--- src/hdl/blr_pkg.sv ---
// ----------------------------------------------------------------------------
// blr_pkg
// Shared constants for the line rasterizer: field widths, register map and
// operation codes.
// ----------------------------------------------------------------------------
package blr_pkg;

    // fixed payload widths
    localparam int COLOR_W    = 32;
    localparam int STRIDE_W   = 13;
    localparam int ADDR_W     = 24;

    // configuration port
    localparam int APB_DATA_W = 32;
    localparam int APB_ADDR_W = 3;

    // register indexes (word address bit 2)
    localparam logic REG_ROW_STRIDE = 1'b0;

    localparam logic [STRIDE_W-1:0] STRIDE_RESET = 13'd1024;

    // operation codes
    localparam logic OP_BEGIN = 1'b0;
    localparam logic OP_STEP  = 1'b1;

endpackage

--- src/hdl/blr_front.sv ---
// ----------------------------------------------------------------------------
// blr_front
// Accepts input items, classifies them and performs the line setup for begin
// items: major axis, endpoint order, error term and increments.
// ----------------------------------------------------------------------------
module blr_front
    import blr_pkg::*;
#(
    parameter int COORD_BITS = 12,
    parameter int CMD_W      = 6 * COORD_BITS + 43
) (
    input  logic                  i_valid,
    output logic                  o_stall,
    input  logic                  i_operation,
    input  logic [COORD_BITS-1:0] i_x_start,
    input  logic [COORD_BITS-1:0] i_y_start,
    input  logic [COORD_BITS-1:0] i_x_end,
    input  logic [COORD_BITS-1:0] i_y_end,
    input  logic [COLOR_W-1:0]    i_color,
    input  logic                  i_q_full,
    output logic                  o_q_push,
    output logic [CMD_W-1:0]      o_q_data
);

    localparam int W = COORD_BITS;

    typedef struct packed {
        logic                 is_begin;
        logic [W-1:0]         major_start;
        logic [W-1:0]         major_end;
        logic [W-1:0]         minor_start;
        logic                 minor_down;
        logic                 steep;
        logic [W+1:0]         inc_straight;
        logic signed [W+2:0]  inc_diagonal;
        logic signed [W+2:0]  error_init;
        logic [COLOR_W-1:0]   color;
    } t_cmd;

    logic [W-1:0]   w_dx, w_dy;
    logic           w_steep, w_swap;
    logic [W-1:0]   w_ms0, w_me0, w_ns0, w_ne0;
    logic [W-1:0]   w_ms, w_me, w_ns, w_ne;
    logic [W-1:0]   w_dmaj, w_dmin;
    logic [W+2:0]   w_dmaj_e, w_dmin_e;
    t_cmd           w_cmd;

    // absolute deltas and major axis (ties go to y)
    assign w_dx    = (i_x_end > i_x_start) ? i_x_end - i_x_start : i_x_start - i_x_end;
    assign w_dy    = (i_y_end > i_y_start) ? i_y_end - i_y_start : i_y_start - i_y_end;
    assign w_steep = !(w_dy < w_dx);

    // map to major / minor coordinates
    assign w_ms0 = w_steep ? i_y_start : i_x_start;
    assign w_me0 = w_steep ? i_y_end   : i_x_end;
    assign w_ns0 = w_steep ? i_x_start : i_y_start;
    assign w_ne0 = w_steep ? i_x_end   : i_y_end;

    // order so the major coordinate rises
    assign w_swap = w_me0 < w_ms0;
    assign w_ms   = w_swap ? w_me0 : w_ms0;
    assign w_me   = w_swap ? w_ms0 : w_me0;
    assign w_ns   = w_swap ? w_ne0 : w_ns0;
    assign w_ne   = w_swap ? w_ns0 : w_ne0;

    assign w_dmaj   = w_me - w_ms;
    assign w_dmin   = (w_ne > w_ns) ? w_ne - w_ns : w_ns - w_ne;
    assign w_dmaj_e = (W+3)'(w_dmaj);
    assign w_dmin_e = (W+3)'(w_dmin);

    // queue entry
    always_comb begin
        w_cmd.is_begin     = (i_operation == OP_BEGIN);
        w_cmd.major_start  = w_ms;
        w_cmd.major_end    = w_me;
        w_cmd.minor_start  = w_ns;
        w_cmd.minor_down   = !(w_ne > w_ns);
        w_cmd.steep        = w_steep;
        w_cmd.inc_straight = {1'b0, w_dmin, 1'b0};
        w_cmd.inc_diagonal = $signed((w_dmin_e - w_dmaj_e) << 1);
        w_cmd.error_init   = $signed((w_dmin_e << 1) - w_dmaj_e);
        w_cmd.color        = i_color;
    end

    // transfer into the queue whenever it has room
    assign o_stall  = i_q_full;
    assign o_q_push = i_valid && !i_q_full;
    assign o_q_data = CMD_W'(w_cmd);

endmodule

--- src/hdl/blr_queue.sv ---
// ----------------------------------------------------------------------------
// blr_queue
// Small register FIFO between setup and stepping, so each side stalls alone.
// ----------------------------------------------------------------------------
module blr_queue #(
    parameter int WIDTH = 115,
    parameter int DEPTH = 4
) (
    input  logic             i_clk,
    input  logic             i_rst_n,
    input  logic             i_push,
    input  logic [WIDTH-1:0] i_push_data,
    output logic             o_full,
    input  logic             i_pop,
    output logic             o_empty,
    output logic [WIDTH-1:0] o_head
);

    localparam int PTR_W = (DEPTH > 1) ? $clog2(DEPTH) : 1;
    localparam int CNT_W = $clog2(DEPTH + 1);

    logic [WIDTH-1:0] r_mem [DEPTH];
    logic [PTR_W-1:0] r_wr_ptr, r_rd_ptr, n_wr_ptr, n_rd_ptr;
    logic [CNT_W-1:0] r_count;

    assign o_full  = (r_count == CNT_W'(DEPTH));
    assign o_empty = (r_count == '0);
    assign o_head  = r_mem[r_rd_ptr];

    // pointer wrap
    assign n_wr_ptr = (r_wr_ptr == PTR_W'(DEPTH - 1)) ? '0 : r_wr_ptr + 1'b1;
    assign n_rd_ptr = (r_rd_ptr == PTR_W'(DEPTH - 1)) ? '0 : r_rd_ptr + 1'b1;

    // storage
    always_ff @(posedge i_clk) begin
        if (i_push) begin
            r_mem[r_wr_ptr] <= i_push_data;
        end
    end

    // pointers and fill count
    always_ff @(posedge i_clk) begin
        if (!i_rst_n) begin
            r_wr_ptr <= '0;
            r_rd_ptr <= '0;
            r_count  <= '0;
        end else begin
            if (i_push) begin
                r_wr_ptr <= n_wr_ptr;
            end
            if (i_pop) begin
                r_rd_ptr <= n_rd_ptr;
            end
            if (i_push && !i_pop) begin
                r_count <= r_count + 1'b1;
            end else if (i_pop && !i_push) begin
                r_count <= r_count - 1'b1;
            end
        end
    end

    // fill count never exceeds the depth
    a_count_range: assert property (@(posedge i_clk) disable iff (!i_rst_n)
        r_count <= CNT_W'(DEPTH))
        else $error("queue count out of range");

    // no pop from an empty queue
    a_no_underflow: assert property (@(posedge i_clk) disable iff (!i_rst_n)
        i_pop |-> !o_empty)
        else $error("queue pop while empty");

endmodule

--- src/hdl/blr_back.sv ---
// ----------------------------------------------------------------------------
// blr_back
// Bresenham stepper: loads line setup from the queue, walks one pixel per
// step entry, and forms the linear address in a registered output stage.
// ----------------------------------------------------------------------------
module blr_back
    import blr_pkg::*;
#(
    parameter int COORD_BITS = 12,
    parameter int CMD_W      = 6 * COORD_BITS + 43
) (
    input  logic                  i_clk,
    input  logic                  i_rst_n,
    input  logic                  i_q_empty,
    input  logic [CMD_W-1:0]      i_q_data,
    output logic                  o_q_pop,
    input  logic [STRIDE_W-1:0]   i_row_stride,
    output logic                  o_valid,
    input  logic                  i_stall,
    output logic [COORD_BITS-1:0] o_pixel_x,
    output logic [COORD_BITS-1:0] o_pixel_y,
    output logic [ADDR_W-1:0]     o_pixel_address,
    output logic [COLOR_W-1:0]    o_pixel_color,
    output logic                  o_last_pixel
);

    localparam int W      = COORD_BITS;
    localparam int PROD_W = COORD_BITS + STRIDE_W;
    localparam int SUM_W  = (PROD_W + 1 > ADDR_W) ? PROD_W + 1 : ADDR_W;

    typedef struct packed {
        logic                 is_begin;
        logic [W-1:0]         major_start;
        logic [W-1:0]         major_end;
        logic [W-1:0]         minor_start;
        logic                 minor_down;
        logic                 steep;
        logic [W+1:0]         inc_straight;
        logic signed [W+2:0]  inc_diagonal;
        logic signed [W+2:0]  error_init;
        logic [COLOR_W-1:0]   color;
    } t_cmd;

    t_cmd w_cmd;

    // line state
    logic                r_active;
    logic [W-1:0]        r_major_pos, r_major_end, r_minor_pos;
    logic signed [W+2:0] r_err;
    logic                r_minor_down, r_steep;
    logic [W+1:0]        r_inc_s;
    logic signed [W+2:0] r_inc_d;
    logic [COLOR_W-1:0]  r_color;

    // pixel stage
    logic                r_p1_valid;
    logic [W-1:0]        r_p1_x, r_p1_y;
    logic [COLOR_W-1:0]  r_p1_color;
    logic                r_p1_last;

    // output register
    logic                r_o_valid;
    logic [W-1:0]        r_o_x, r_o_y;
    logic [ADDR_W-1:0]   r_o_addr;
    logic [COLOR_W-1:0]  r_o_color;
    logic                r_o_last;

    logic                w_p2_ready, w_p1_ready, w_pop, w_emit, w_last, w_err_pos;
    logic [SUM_W-1:0]    w_addr_sum;
    logic                n_p1_valid, n_o_valid;

    assign w_cmd = t_cmd'(i_q_data);

    // stage handshakes
    assign w_p2_ready = !r_o_valid || !i_stall;
    assign w_p1_ready = !r_p1_valid || w_p2_ready;
    assign w_pop      = !i_q_empty && w_p1_ready;
    assign w_emit     = w_pop && !w_cmd.is_begin && r_active;
    assign o_q_pop    = w_pop;

    assign w_last    = (r_major_pos == r_major_end);
    assign w_err_pos = !r_err[W+2] && (r_err != '0);

    assign n_p1_valid = w_emit || (r_p1_valid && !w_p2_ready);
    assign n_o_valid  = (r_p1_valid && w_p2_ready) || (r_o_valid && i_stall);

    // linear address y * stride + x
    assign w_addr_sum = SUM_W'(r_p1_y) * SUM_W'(i_row_stride) + SUM_W'(r_p1_x);

    // control
    always_ff @(posedge i_clk) begin
        if (!i_rst_n) begin
            r_active   <= 1'b0;
            r_p1_valid <= 1'b0;
            r_o_valid  <= 1'b0;
        end else begin
            r_p1_valid <= n_p1_valid;
            r_o_valid  <= n_o_valid;
            if (w_pop && w_cmd.is_begin) begin
                r_active <= 1'b1;
            end else if (w_emit && w_last) begin
                r_active <= 1'b0;
            end
        end
    end

    // line setup load and stepping
    always_ff @(posedge i_clk) begin
        if (w_pop && w_cmd.is_begin) begin
            r_major_pos  <= w_cmd.major_start;
            r_major_end  <= w_cmd.major_end;
            r_minor_pos  <= w_cmd.minor_start;
            r_minor_down <= w_cmd.minor_down;
            r_steep      <= w_cmd.steep;
            r_inc_s      <= w_cmd.inc_straight;
            r_inc_d      <= w_cmd.inc_diagonal;
            r_err        <= w_cmd.error_init;
            r_color      <= w_cmd.color;
        end else if (w_emit && !w_last) begin
            r_major_pos <= r_major_pos + 1'b1;
            if (w_err_pos) begin
                r_minor_pos <= r_minor_down ? r_minor_pos - 1'b1 : r_minor_pos + 1'b1;
                r_err       <= r_err + r_inc_d;
            end else begin
                r_err <= r_err + $signed({1'b0, r_inc_s});
            end
        end
    end

    // pixel stage payload
    always_ff @(posedge i_clk) begin
        if (w_emit) begin
            r_p1_x     <= r_steep ? r_minor_pos : r_major_pos;
            r_p1_y     <= r_steep ? r_major_pos : r_minor_pos;
            r_p1_color <= r_color;
            r_p1_last  <= w_last;
        end
    end

    // output register payload
    always_ff @(posedge i_clk) begin
        if (r_p1_valid && w_p2_ready) begin
            r_o_x     <= r_p1_x;
            r_o_y     <= r_p1_y;
            r_o_addr  <= w_addr_sum[ADDR_W-1:0];
            r_o_color <= r_p1_color;
            r_o_last  <= r_p1_last;
        end
    end

    assign o_valid         = r_o_valid;
    assign o_pixel_x       = r_o_x;
    assign o_pixel_y       = r_o_y;
    assign o_pixel_address = r_o_addr;
    assign o_pixel_color   = r_o_color;
    assign o_last_pixel    = r_o_last;

    // the walk never passes the end point
    a_major_bound: assert property (@(posedge i_clk) disable iff (!i_rst_n)
        r_active |-> (r_major_pos <= r_major_end))
        else $error("major position beyond line end");

    // the end point retires the line
    a_last_idles: assert property (@(posedge i_clk) disable iff (!i_rst_n)
        (w_emit && w_last) |=> !r_active)
        else $error("line still active after last pixel");

    // an output only appears from a filled pixel stage
    a_out_source: assert property (@(posedge i_clk) disable iff (!i_rst_n)
        $rose(r_o_valid) |-> $past(r_p1_valid))
        else $error("output valid without pixel stage");

endmodule

--- src/hdl/bresenham_line_rasterizer.sv ---
// ----------------------------------------------------------------------------
// bresenham_line_rasterizer
// All-octant Bresenham line stepper with linear address generation.
// ----------------------------------------------------------------------------
// Usage:
//   Input channel (i_valid / o_stall): operation begin loads two endpoints
//   and a color and emits nothing; operation step emits the next pixel of
//   the active line, or nothing when no line is active. A begin aborts any
//   line in progress.
//   Output channel (o_valid / i_stall): one transfer per pixel with x, y,
//   address y * row_stride + x (mod 2^24), color and a last flag on the
//   line's end point.
//   Throughput is one item per cycle while the output is not stalled. A
//   step transfer passes the queue, pixel stage and output register;
//   setup runs in the front, a four-entry queue sits between it and the
//   stepper, and the address multiply has its own output register stage.
//   Reset clears the queue, the pipeline valids and the active line, and
//   sets row_stride to 1024. When the receiver stalls, the output register
//   holds, the pixel stage and the queue fill, and o_stall rises once the
//   queue is full.
//   row_stride is written through the APB port at byte address 0.
// ----------------------------------------------------------------------------
module bresenham_line_rasterizer
    import blr_pkg::*;
#(
    parameter int COORD_BITS = 12
) (
    input  logic                  i_clk,
    input  logic                  i_rst_n,
    // input channel
    input  logic                  i_valid,
    output logic                  o_stall,
    input  logic                  i_operation,
    input  logic [COORD_BITS-1:0] i_x_start,
    input  logic [COORD_BITS-1:0] i_y_start,
    input  logic [COORD_BITS-1:0] i_x_end,
    input  logic [COORD_BITS-1:0] i_y_end,
    input  logic [COLOR_W-1:0]    i_color,
    // output channel
    output logic                  o_valid,
    input  logic                  i_stall,
    output logic [COORD_BITS-1:0] o_pixel_x,
    output logic [COORD_BITS-1:0] o_pixel_y,
    output logic [ADDR_W-1:0]     o_pixel_address,
    output logic [COLOR_W-1:0]    o_pixel_color,
    output logic                  o_last_pixel,
    // configuration port
    input  logic                  i_psel,
    input  logic                  i_penable,
    input  logic                  i_pwrite,
    input  logic [APB_ADDR_W-1:0] i_paddr,
    input  logic [APB_DATA_W-1:0] i_pwdata,
    output logic [APB_DATA_W-1:0] o_prdata,
    output logic                  o_pready
);

    localparam int CMD_W   = 6 * COORD_BITS + 43;
    localparam int Q_DEPTH = 4;

    logic [STRIDE_W-1:0] r_row_stride;
    logic                w_cfg_wr;
    logic                w_q_full, w_q_empty, w_q_push, w_q_pop;
    logic [CMD_W-1:0]    w_q_in, w_q_head;

    // configuration register
    assign o_pready = 1'b1;
    assign w_cfg_wr = i_psel && i_penable && i_pwrite && o_pready;

    always_ff @(posedge i_clk) begin
        if (!i_rst_n) begin
            r_row_stride <= STRIDE_RESET;
        end else if (w_cfg_wr && (i_paddr[2] == REG_ROW_STRIDE)) begin
            r_row_stride <= i_pwdata[STRIDE_W-1:0];
        end
    end

    // register readback
    assign o_prdata = (i_paddr[2] == REG_ROW_STRIDE) ? APB_DATA_W'(r_row_stride) : '0;

    // setup front
    blr_front #(
        .COORD_BITS (COORD_BITS),
        .CMD_W      (CMD_W)
    ) u_front (
        .i_valid     (i_valid),
        .o_stall     (o_stall),
        .i_operation (i_operation),
        .i_x_start   (i_x_start),
        .i_y_start   (i_y_start),
        .i_x_end     (i_x_end),
        .i_y_end     (i_y_end),
        .i_color     (i_color),
        .i_q_full    (w_q_full),
        .o_q_push    (w_q_push),
        .o_q_data    (w_q_in)
    );

    // decoupling queue
    blr_queue #(
        .WIDTH (CMD_W),
        .DEPTH (Q_DEPTH)
    ) u_queue (
        .i_clk       (i_clk),
        .i_rst_n     (i_rst_n),
        .i_push      (w_q_push),
        .i_push_data (w_q_in),
        .o_full      (w_q_full),
        .i_pop       (w_q_pop),
        .o_empty     (w_q_empty),
        .o_head      (w_q_head)
    );

    // stepper back end
    blr_back #(
        .COORD_BITS (COORD_BITS),
        .CMD_W      (CMD_W)
    ) u_back (
        .i_clk           (i_clk),
        .i_rst_n         (i_rst_n),
        .i_q_empty       (w_q_empty),
        .i_q_data        (w_q_head),
        .o_q_pop         (w_q_pop),
        .i_row_stride    (r_row_stride),
        .o_valid         (o_valid),
        .i_stall         (i_stall),
        .o_pixel_x       (o_pixel_x),
        .o_pixel_y       (o_pixel_y),
        .o_pixel_address (o_pixel_address),
        .o_pixel_color   (o_pixel_color),
        .o_last_pixel    (o_last_pixel)
    );

endmodule
--- config.mk ---
export PLATFORM = sky130hd
export DESIGN_NAME = bresenham_line_rasterizer
export DESIGN_NICKNAME = d
export VERILOG_FILES = /design/src/hdl/blr_pkg.sv /design/src/hdl/blr_front.sv /design/src/hdl/blr_queue.sv /design/src/hdl/blr_back.sv /design/src/hdl/bresenham_line_rasterizer.sv
export SDC_FILE = /design/constraint.sdc
export NUM_CORES = 1
export LEC_CHECK = 0
export CAP_MARGIN = 20
export CORE_MARGIN = 2
export CORE_UTILIZATION = 60
export DETAILED_ROUTE_END_ITERATION = 12
export DONT_BUFFER_PORTS = 1
export GPL_TIMING_DRIVEN = 0
export PLACE_DENSITY = 0.8
export SYNTH_ARGS = -nofsm -noshare
export SYNTH_HDL_FRONTEND = slang
export SYNTH_SLANG_ARGS = --single-unit
--- constraint.sdc ---
create_clock -name i_clk -period 14.6 [get_ports i_clk]
set_input_delay 0 -clock i_clk [delete_from_list [all_inputs] [get_ports i_clk]]
set_output_delay 0 -clock i_clk [all_outputs]
set_load 0.1 [all_outputs]
==> metrics, run 1 <==
Seq/Total Area, Yosys=54.98%; routed vias/inst=6.184; synthesized area=38490 um^2; CTS root buffer=clkbuf_16; grt total ovfl=0; fin area=roughly 43000 um^2; Inserted Clock Buffers=70; Final WS setup=0.4940 ns; failing checks=negative hold slack; Synth-to-Final Area Change=11.80%; worst clock skew=0.02724 ns; Placed Area=39980 um^2; r2r setup slk=~8.1 ns; RR Startpoint=u_back.r_p1_y[0]; # fillers=between 4000 and 5000; Clk pin slew, worst setup/hold paths=0.06 ns; cell taking the most area after synthesis=edfxtp_1; Area contributors post-synth=edfxtp_1, ha_1, fa_1; Worst Hold Launch=i_y_end[9]; Die W=257.3 um; Iter 0 DRT Violations=2600; H-tree Lvls=3; max_cap viols=0; Most common cell on crit path=a21oi_1; critical path capture point type=flip-flop; hold path cells=4; pre-CTS setup slack=-1.950 ns; Post-synth top flop=edfxtp_1; total track usage=30.76%; kind of critical path=in2reg; Worst-Skew Late Latency=0.62 ns; Die Area=around 66000 um^2; Worst Hold Endpoint=u_queue.r_mem[1][108]; drt total wl=101800 um; top cell type's share of synthesized area=53.67%; clock tree buffer depth=3; CP top delay family=compound AO/OA/AOI/OAI gates; FMAX=70.89 MHz; Yosys Warn Count=0; initial antenna violation count=1; Net count, final=3500; Residual DRC=0; final setup vio count=0; layout cells sized above 1=11.92%; CP max stage cell=a2111oi_0; CP startpoint kind=input pin; vias in the first global route=between 20000 and 25000; Antenna Violating Nets Remaining=0; Synth Instances=between 2000 and 3000; # port buffers=0; final count of hold timing violations=4; FF+latch count, synth=slightly above 700; Syn Area/Cell=13.48 um^2; TritonCTS clock tree=yes; largest net degree at the start of global routing=57; ys async rst share=0%; # rows=92; area of the multi-input gates=15860 um^2; clock sink count=713; Yosys cell types=76; routed via count=24320; status=complete, but fails checks; slowest cell delay on critical path=0.45 ns; Post-synth EDFFs=688; Die Ht=between 200 and 300 um; HP Class=in2reg; diode count=0; HPWL after DPL=approximately 73000 um; CP Data Required Time=15.01 ns; worst slew pin tran=1.132 ns; reg2reg end=u_back.o_pixel_address[22]; post-route minimum period=14.11 ns; Worst Path Max Fanout=28; Fin Hold WS=-0.02807 ns; wire per inst=25.88 um; Top-Level Pins=239; Starting Density=60.91%; relative slew slack=about a quarter; FF+latch area=21160 um^2; Worst Path Buf+Inv=13; first-pass GRT wire length=152200 um; TritonRoute pass-1 iters=6; fin crit share=96.62%; RSZ-0062 raised after global routing=no; Core Area=roughly 63000 um^2; fin. max-slew vios=0; Critical Path AT=between 10 and 15 ns; gpl congestion=roughly 0.96; Reg2Reg Depth=20
cell families (layout without fill, tap and decap cells):
family,Yosys count,count (layout),share of synthesized area [%]
multiplexers,226,226,9.632
AO/OA/AOI/OAI,451,451,7.340
XOR/XNOR,126,126,2.867
buffers and inverters,407,620,4.245
flip-flops,713,713,54.98
AND/OR/NAND/NOR,584,584,7.132
adder cells (fa/ha/maj),347,347,13.79
other,2,20,0.01951
Yosys cell counts (4+ instances only):
library cell / number
dfxtp_1: 25
mux2i_1: 64
nor3b_1: 5
a2111oi_0: 4
o211ai_1: 10
nor4_1: 6
or3_1: 6
buf_1: 21
xor2_1: 61
and3_1: 16
fa_1: 130
a21o_1: 54
clkbuf_1: 76
o31ai_1: 4
o21ai_1: 8
nand3b_1: 4
nor3_1: 21
and2_1: 76
mux2_2: 51
o21bai_1: 19
a31oi_1: 11
maj3_1: 4
a211oi_1: 10
o21a_1: 7
inv_1: 271
mux4_2: 110
a21oi_1: 159
o21ai_0: 94
edfxtp_1: 688
nand2b_1: 14
ha_1: 213
a211o_1: 6
buf_2: 15
xnor2_1: 65
nand4_1: 14
nand3_1: 20
nor2b_1: 36
nor2_1: 132
nand2_1: 225
buf_4: 21
a21boi_0: 28
per-stage QoR:
stage	TNS [ns]	utilization, %	hold WS [ns]	cells
after floorplan	0	-	0.09887	2874
after global placement	-83.84	62.69	0.09904	3720
after detailed placement	-80.21	63.26	0.09902	3734
after CTS	0	67.98	0.0002295	3932
after global routing	0	68.10	0.01137	3933
final	0	68.10	-0.02807	3933
registers in the layout, summed over array words and instances, names as in the netlist, 2 cells and up, named ones only:
register / count
u_back.o_pixel_address: 24
u_back.r_err: 15
u_back.r_major_pos: 12
u_back.r_inc_d: 13
r_row_stride: 13
u_back.o_pixel_color: 32
u_back.r_minor_pos: 12
u_back.o_pixel_x: 12
u_back.r_p1_color: 32
u_queue.r_count: 3
u_back.o_pixel_y: 12
u_queue.r_rd_ptr: 2
u_back.r_inc_s: 12
u_back.r_color: 32
u_back.r_major_end: 12
u_queue.r_mem: 440
u_back.r_p1_x: 12
u_back.r_p1_y: 12
u_queue.r_wr_ptr: 2
what timing repair did:
action | in CTS | in global routing
cloned | 0 | 0
endpoints found under the setup margin | 56 | 32
hold buffers | 72 | 0
setup buffers | 1 | 0
resized for setup | 11 | 12
endpoints found under the hold margin | 236 | 0
pin swaps | 1 | 0
layer usage:
metal	track usage, %	wire [um]	part of all wire (%)	vias up
met5	0	49	0.048	-
met4	12.34	4158	4.1	2
met3	4.768	7140	7.0	239
met2	53.82	51900	51	1277
met1	38.46	38540	38	12160
li1	-	-	-	10640
worst max path at each step:
stage | from | to | slack, ns | depth (start not counted)
3_3_place_gp | i_x_end[0] | u_queue.r_mem[0][44] | -2.00 | 63
4_1_cts | i_x_end[0] | u_queue.r_mem[3][44] | 0.06 | 63
2_1_floorplan | i_x_end[0] | u_queue.r_mem[0][44] | 2.61 | 66
5_1_grt | i_x_end[0] | u_queue.r_mem[3][44] | 0.01 | 63
6_report | i_x_end[0] | u_queue.r_mem[2][44] | 0.49 | 61
3_5_place_dp | i_x_end[0] | u_queue.r_mem[0][44] | -1.95 | 63
cells in the final DEF, fill, tap and decap left out, drive strengths merged, types with 54 or more instances in the layout:
cell and count:
edfxtp 688, fa 130, clkbuf 163, and2 76, dlygate4sd3 72, xnor2 65, inv 275, mux2i 64
mux4 110, a21o 54, a21oi 160, xor2 61, nor2 132, ha 213, nand2 225, o21ai 102
buf 74
layout make-up:
| class | instances | area share, % |
|---|---|---|
| Sequential cell | 713 | 49.17 |
| Multi-Input combinational cell | 1754 | 36.85 |
| Clock buffer | 86 | 4.309 |
| Timing Repair Buffer | 91 | 2.530 |
| Tap cell | 846 | 2.460 |
| Inverter | 272 | 2.373 |
| Buffer | 132 | 1.430 |
| Clock inverter | 39 | 0.8752 |
worst min-delay path, delay by kind of cell:
family | cells | cell delay, ns
AO/OA/AOI/OAI | 2 | 0.22
AND/OR/NAND/NOR | 2 | 0.18
Power of run 1 is not shown: default switching activity piles up to over one toggle a cycle in this logic, so the estimate is an artifact.
==> inputs of run 2 (changes only) <==
CORE_UTILIZATION = 45   (was 60)
GPL_TIMING_DRIVEN = unset   (was 0)
PLACE_DENSITY = 0.64   (was 0.8)
==> run 2 against run 1 <==
Net effect: the flow now finishes without violations; die area rose by 33%; count of clock-buffer cells in the layout is the same; worst setup slack better by 0.45 ns; clock skew increased by 0.012 ns; register-to-register slack better by 0.19 ns; utilization shrank 18 points; sequential cell count did not move.
==> metrics, run 2 (synthesized netlist as in run 1, its figures left out) <==
status=finished clean (was complete, but fails checks); max_cap viols=0 (unchanged); CP Data Required Time=15.00 ns (was 15.01 ns); setup_tns=0 ns (unchanged); fin. max-slew vios=0 (unchanged); critical path capture point type=flip-flop (unchanged); clock sink count=713 (unchanged); relative slew slack=25.15% (was 24.22%); Core Area=85010 um^2 (was 63200 um^2); # port buffers=0 (unchanged); kind of critical path=in2reg (unchanged); Die Ht=296.5 um (was 257.3 um); CTS root buffer=clkbuf_16 (unchanged); reg2reg end=u_back.o_pixel_address[22] (unchanged); routed via count=22660 (was 24320); fin crit share=93.53% (was 96.62%); Inserted Clock Buffers=72 (was 70); FMAX=73.23 MHz (was 70.89 MHz); diode count=0 (unchanged); CP startpoint kind=input pin (unchanged); final setup vio count=0 (unchanged); Reg2Reg Depth=22 (was 20); RR Startpoint=u_back.r_p1_y[0] (unchanged); Antenna Violating Nets Remaining=0 (unchanged); post-route minimum period=13.66 ns (was 14.11 ns); initial antenna violation count=0 (was 1); Clk pin slew, worst setup/hold paths=0.06 ns (about the same); RSZ-0062 raised after global routing=no (unchanged); Worst Hold Endpoint=r_row_stride[1] (was u_queue.r_mem[1][108]); final count of hold timing violations=0 (was 4); largest net degree at the start of global routing=67 (was 57); first-pass GRT wire length=134700 um (was 152200 um); layout cells sized above 1=11.37% (was 11.92%); # fillers=7116 (was 4211); CP top delay family=compound AO/OA/AOI/OAI gates (unchanged); TritonCTS clock tree=yes (unchanged); Worst Path Max Fanout=26 (was 28); max reg flops=440 (unchanged); Worst Hold Launch=i_penable (was i_y_end[9]); Critical Path AT=14.06 ns (was 14.51 ns); gpl congestion=0.9308 (was 0.9603); worst setup path startpoint=i_x_end[0] (unchanged); # rows=107 (was 92); most common cell after layout, fill and taps aside=edfxtp_1 (unchanged); worst clock skew=0.03914 ns (was 0.02724 ns); total track usage=20.02% (was 30.76%); Net count, final=3394 (was 3500); CP max stage cell=a2111oi_1 (was a2111oi_0); Residual DRC=0 (unchanged); largest register by flop count=u_queue.r_mem (unchanged); H-tree Lvls=3 (unchanged); Die Area=87890 um^2 (was 66190 um^2); Most common cell on crit path=a21o_1 (was a21oi_1); drt total wl=88030 um (was 101800 um); routed vias/inst=5.492 (was 6.184); hold path cells=3 (was 4); wire per inst=21.33 um (was 25.88 um); HPWL after DPL=62370 um (was 73490 um); Die W=296.5 um (was 257.3 um); clock tree buffer depth=3 (unchanged); Iter 0 DRT Violations=1741 (was 2600); grt total ovfl=0 (unchanged); most frequent cells in the layout=edfxtp_1, inv_1, nand2_1 (unchanged); Top-Level Pins=239 (unchanged); slowest cell delay on critical path=0.59 ns (was 0.45 ns); Worst-Skew Late Latency=0.63 ns (was 0.62 ns); r2r setup slk=8.24 ns (was 8.05 ns); Starting Density=45.28% (was 60.91%); vias in the first global route=23400 (was 24830); worst slew pin tran=1.121 ns (was 1.132 ns); TritonRoute pass-1 iters=6 (unchanged); Worst Path Buf+Inv=8 (was 13); HP Class=in2reg (unchanged); Synth-to-Final Area Change=11.42% (was 11.80%)
[run 2: worst max path at each step]
| stage | slack [ns] | cells past startpoint | to |
|---|---|---|---|
| 3_5_place_dp | 0.74 | 55 | u_queue.r_mem[0][44] |
| 3_3_place_gp | 1.02 | 55 | u_queue.r_mem[0][44] |
| 4_1_cts | 0.64 | 58 | u_queue.r_mem[3][44] |
| 5_1_grt | 0.05 | 58 | u_queue.r_mem[2][44] |
| 2_1_floorplan | 2.61 | 66 | u_queue.r_mem[0][44] |
| 6_report | 0.94 | 57 | u_queue.r_mem[3][44] |
[run 2: per-layer routing]
| layer | wire [um] | part of all wire (%) | global-route usage (%) | up-vias |
|---|---|---|---|---|
| met2 | 44360 | 50 | 35.13 | 600 |
| met4 | 1778 | 2.0 | 5.408 | 0 |
| li1 | - | - | - | 10420 |
| met1 | 37300 | 42 | 25.57 | 11520 |
| met3 | 4596 | 5.2 | 3.504 | 121 |
| met5 | 0 | 0 | 0 | - |
[run 2: area by class of cell]
type / count / area, um^2 / share of cell area, %
inverter: 272 / 1023 / 2.386
tap: 1144 / 1431 / 3.338
clock buffer: 86 / 1876 / 4.373
multi-input combinational: 1754 / 15840 / 36.93
clock inverter: 42 / 404.1 / 0.9423
sequential: 713 / 21170 / 49.36
timing repair buffer: 115 / 1145 / 2.669
[run 2: through the flow]
| step | instances | utilization, % | instance area, um^2 | hold WS, ns | worst slack, ns |
|---|---|---|---|---|---|
| floorplan | 2874 | - | 38560 | 0.09887 | 2.611 |
| global placement | 3916 | 46.73 | 39730 | 0.08568 | 1.022 |
| detailed placement | 3916 | 46.73 | 39730 | 0.09903 | 0.7390 |
| CTS | 4120 | 50.32 | 42780 | 0.0004206 | 0.6385 |
| global route | 4126 | 50.45 | 42890 | 0.02962 | 0.05108 |
| finish | 4126 | 50.45 | 42890 | 0.02556 | 0.9448 |
[run 2: worst min-delay path: stages]
cell	delay (ns)
and4b_1	0.38
nand2_1	0.15
a21boi_0	0.07
[run 2: what timing repair did]
item | in CTS | in global routing
gates resized for setup | 0 | 2
hold endpoints to repair | 238 | 0
hold buffers | 76 | 0
endpoints found under the setup margin | 0 | 32
setup buffers | 0 | 2
Power of run 2 is left out for the same reason.
==> inputs of run 3 (changes only) <==
REMOVE_ABC_BUFFERS = 1   (was unset)
==> run 3 against run 2 <==
Net effect: utilization increased by 0.42 points; worst setup slack improved by 0.51 ns; critical path depth increased by 1; count of clock-buffer cells in the layout increased by 1; maximum frequency increased by 3.9%; via count decreased by 0.89%; global-route usage decreased by 0.67 points; register-to-register slack improved by 0.04 ns; clock skew decreased by 0.013 ns.
==> metrics, run 3 (synthesized netlist as in run 1, its figures left out) <==
Die W=296.5 um (unchanged); slowest cell delay on critical path=0.64 ns (was 0.59 ns); TritonCTS clock tree=yes (unchanged); routed via count=22460 (was 22660); max_cap viols=0 (unchanged); status=finished clean (unchanged); Die Area=87890 um^2 (unchanged); post-route minimum period=13.14 ns (was 13.66 ns); Iter 0 DRT Violations=1305 (was 1741); worst slew pin tran=1.123 ns (was 1.121 ns); # fillers=7114 (was 7116); # rows=107 (unchanged); Top-Level Pins=239 (unchanged); HP Class=in2reg (unchanged); CTS root buffer=clkbuf_16 (unchanged); Post-CTS Setup Bufs=0 (unchanged); gpl congestion=0.8441 (was 0.9308); Worst-Skew Late Latency=0.62 ns (was 0.63 ns); Antenna Violating Nets Remaining=0 (unchanged); first-pass GRT wire length=131300 um (was 134700 um); RR Startpoint=r_row_stride[6] (was u_back.r_p1_y[0]); grt total ovfl=0 (unchanged); max reg flops=440 (unchanged); most frequent cells in the layout=edfxtp_1, inv_1, nand2_1 (unchanged); Worst Hold Launch=i_x_end[5] (was i_penable); CP Data Required Time=15.02 ns (was 15.00 ns); Core Area=85010 um^2 (unchanged); most common cell after layout, fill and taps aside=edfxtp_1 (unchanged); total track usage=19.35% (was 20.02%); Reg2Reg Depth=23 (was 22); largest net degree at the start of global routing=76 (was 67); initial antenna violation count=1 (was 0); Synth-to-Final Area Change=12.36% (was 11.42%); vias in the first global route=23600 (was 23400); layout cells sized above 1=11.63% (was 11.37%); largest register by flop count=u_queue.r_mem (unchanged); clock tree buffer depth=3 (unchanged); hold path cells=3 (unchanged); HPWL after DPL=58560 um (was 62370 um); worst clock skew=0.02579 ns (was 0.03914 ns); kind of critical path=in2reg (unchanged); fin crit share=90.02% (was 93.53%); Most common cell on crit path=a21o_1 (unchanged); CP max stage cell=nor3_4 (was a2111oi_1); Die Ht=296.5 um (unchanged); CTS Hold Bufs=90 (was 76); Net count, final=3409 (was 3394); reg2reg end=u_back.o_pixel_address[22] (unchanged); clock sink count=713 (unchanged); Critical Path AT=13.56 ns (was 14.06 ns); Clk pin slew, worst setup/hold paths=0.06 ns (about the same); wire per inst=20.49 um (was 21.33 um); Worst Path Max Fanout=36 (was 26); final setup vio count=0 (unchanged); CP startpoint kind=input pin (unchanged); routed vias/inst=5.418 (was 5.492); post-cts resize count=0 (unchanged); setup_tns=0 ns (unchanged); Inserted Clock Buffers=74 (was 72); Worst Hold Endpoint=u_queue.r_mem[2][104] (was r_row_stride[1]); # port buffers=0 (unchanged); TritonRoute pass-1 iters=5 (was 6); RSZ-0062 raised after global routing=no (unchanged); fin. max-slew vios=0 (unchanged); r2r setup slk=8.28 ns (was 8.24 ns); H-tree Lvls=3 (unchanged); relative slew slack=24.32% (was 25.15%); drt total wl=84920 um (was 88030 um); Starting Density=45.28% (unchanged); final count of hold timing violations=0 (unchanged); critical path capture point type=flip-flop (unchanged); FMAX=76.09 MHz (was 73.23 MHz); Residual DRC=0 (unchanged)
## run 3: cell count changes in the layout (fill, tap and decap cells not counted), sizes merged, moves of 2 or more
cell and delta:
dlygate4sd3 +15, clkinv -6, bufinv +5, inv +5, buf -3, clkbuf +2
## run 3: area by class of cell
class	instances	area (um^2)	area share, %
multi-input cells	1754	15840	36.62
flip-flops and latches	713	21170	48.95
clock buffers	87	1964	4.542
well taps	1144	1431	3.310
clock inverters	46	563.0	1.302
inverters	272	1023	2.367
repair buffers	128	1256	2.905
diodes	1	2.502	0.005786
## run 3: worst max-delay path: cells and delay by family
family                   cells  cell delay [ns]
AO/OA/AOI/OAI               32             6.13
buffers and inverters        7             1.96
adder cells (fa/ha/maj)      6             1.81
multiplexers                 4             1.72
AND/OR/NAND/NOR              7             1.33
XOR/XNOR                     2             0.56
## run 3: worst max-delay path by stage
stage                     cells past startpoint        from  slack (ns)              endpoint
after floorplan                              55  i_x_end[0]        0.15  u_queue.r_mem[0][44]
after global placement                       55  i_x_end[0]        1.47  u_queue.r_mem[2][44]
after detailed placement                     54  i_x_end[0]        1.24  u_queue.r_mem[2][44]
after CTS                                    58  i_x_end[0]        1.69  u_queue.r_mem[1][44]
after global routing                         58  i_x_end[0]        0.56  u_queue.r_mem[1][44]
final                                        58  i_x_end[0]        1.46  u_queue.r_mem[1][44]
## run 3: per-layer routing
metal	GRT usage (%)	part of all wire, %	vias up
met5	0	0	-
met4	7.083	3.1	0
met3	3.168	5.0	155
met2	33.63	50	602
met1	24.39	42	11250
li1	-	-	10450
## run 3: stage by stage
stage	cell area (um^2)	std cells	util [%]	hold WS, ns	setup WS, ns
2_1_floorplan	37950	2739	-	0.07183	0.1547
3_3_place_gp	39760	3918	46.77	0.08092	1.466
3_5_place_dp	39760	3918	46.77	0.08830	1.237
4_1_cts	43190	4141	50.80	0.0004300	1.689
5_1_grt	43250	4144	50.87	0.03276	0.5620
6_report	43250	4145	50.87	0.04377	1.457
Power of run 3 is left out for the same reason.
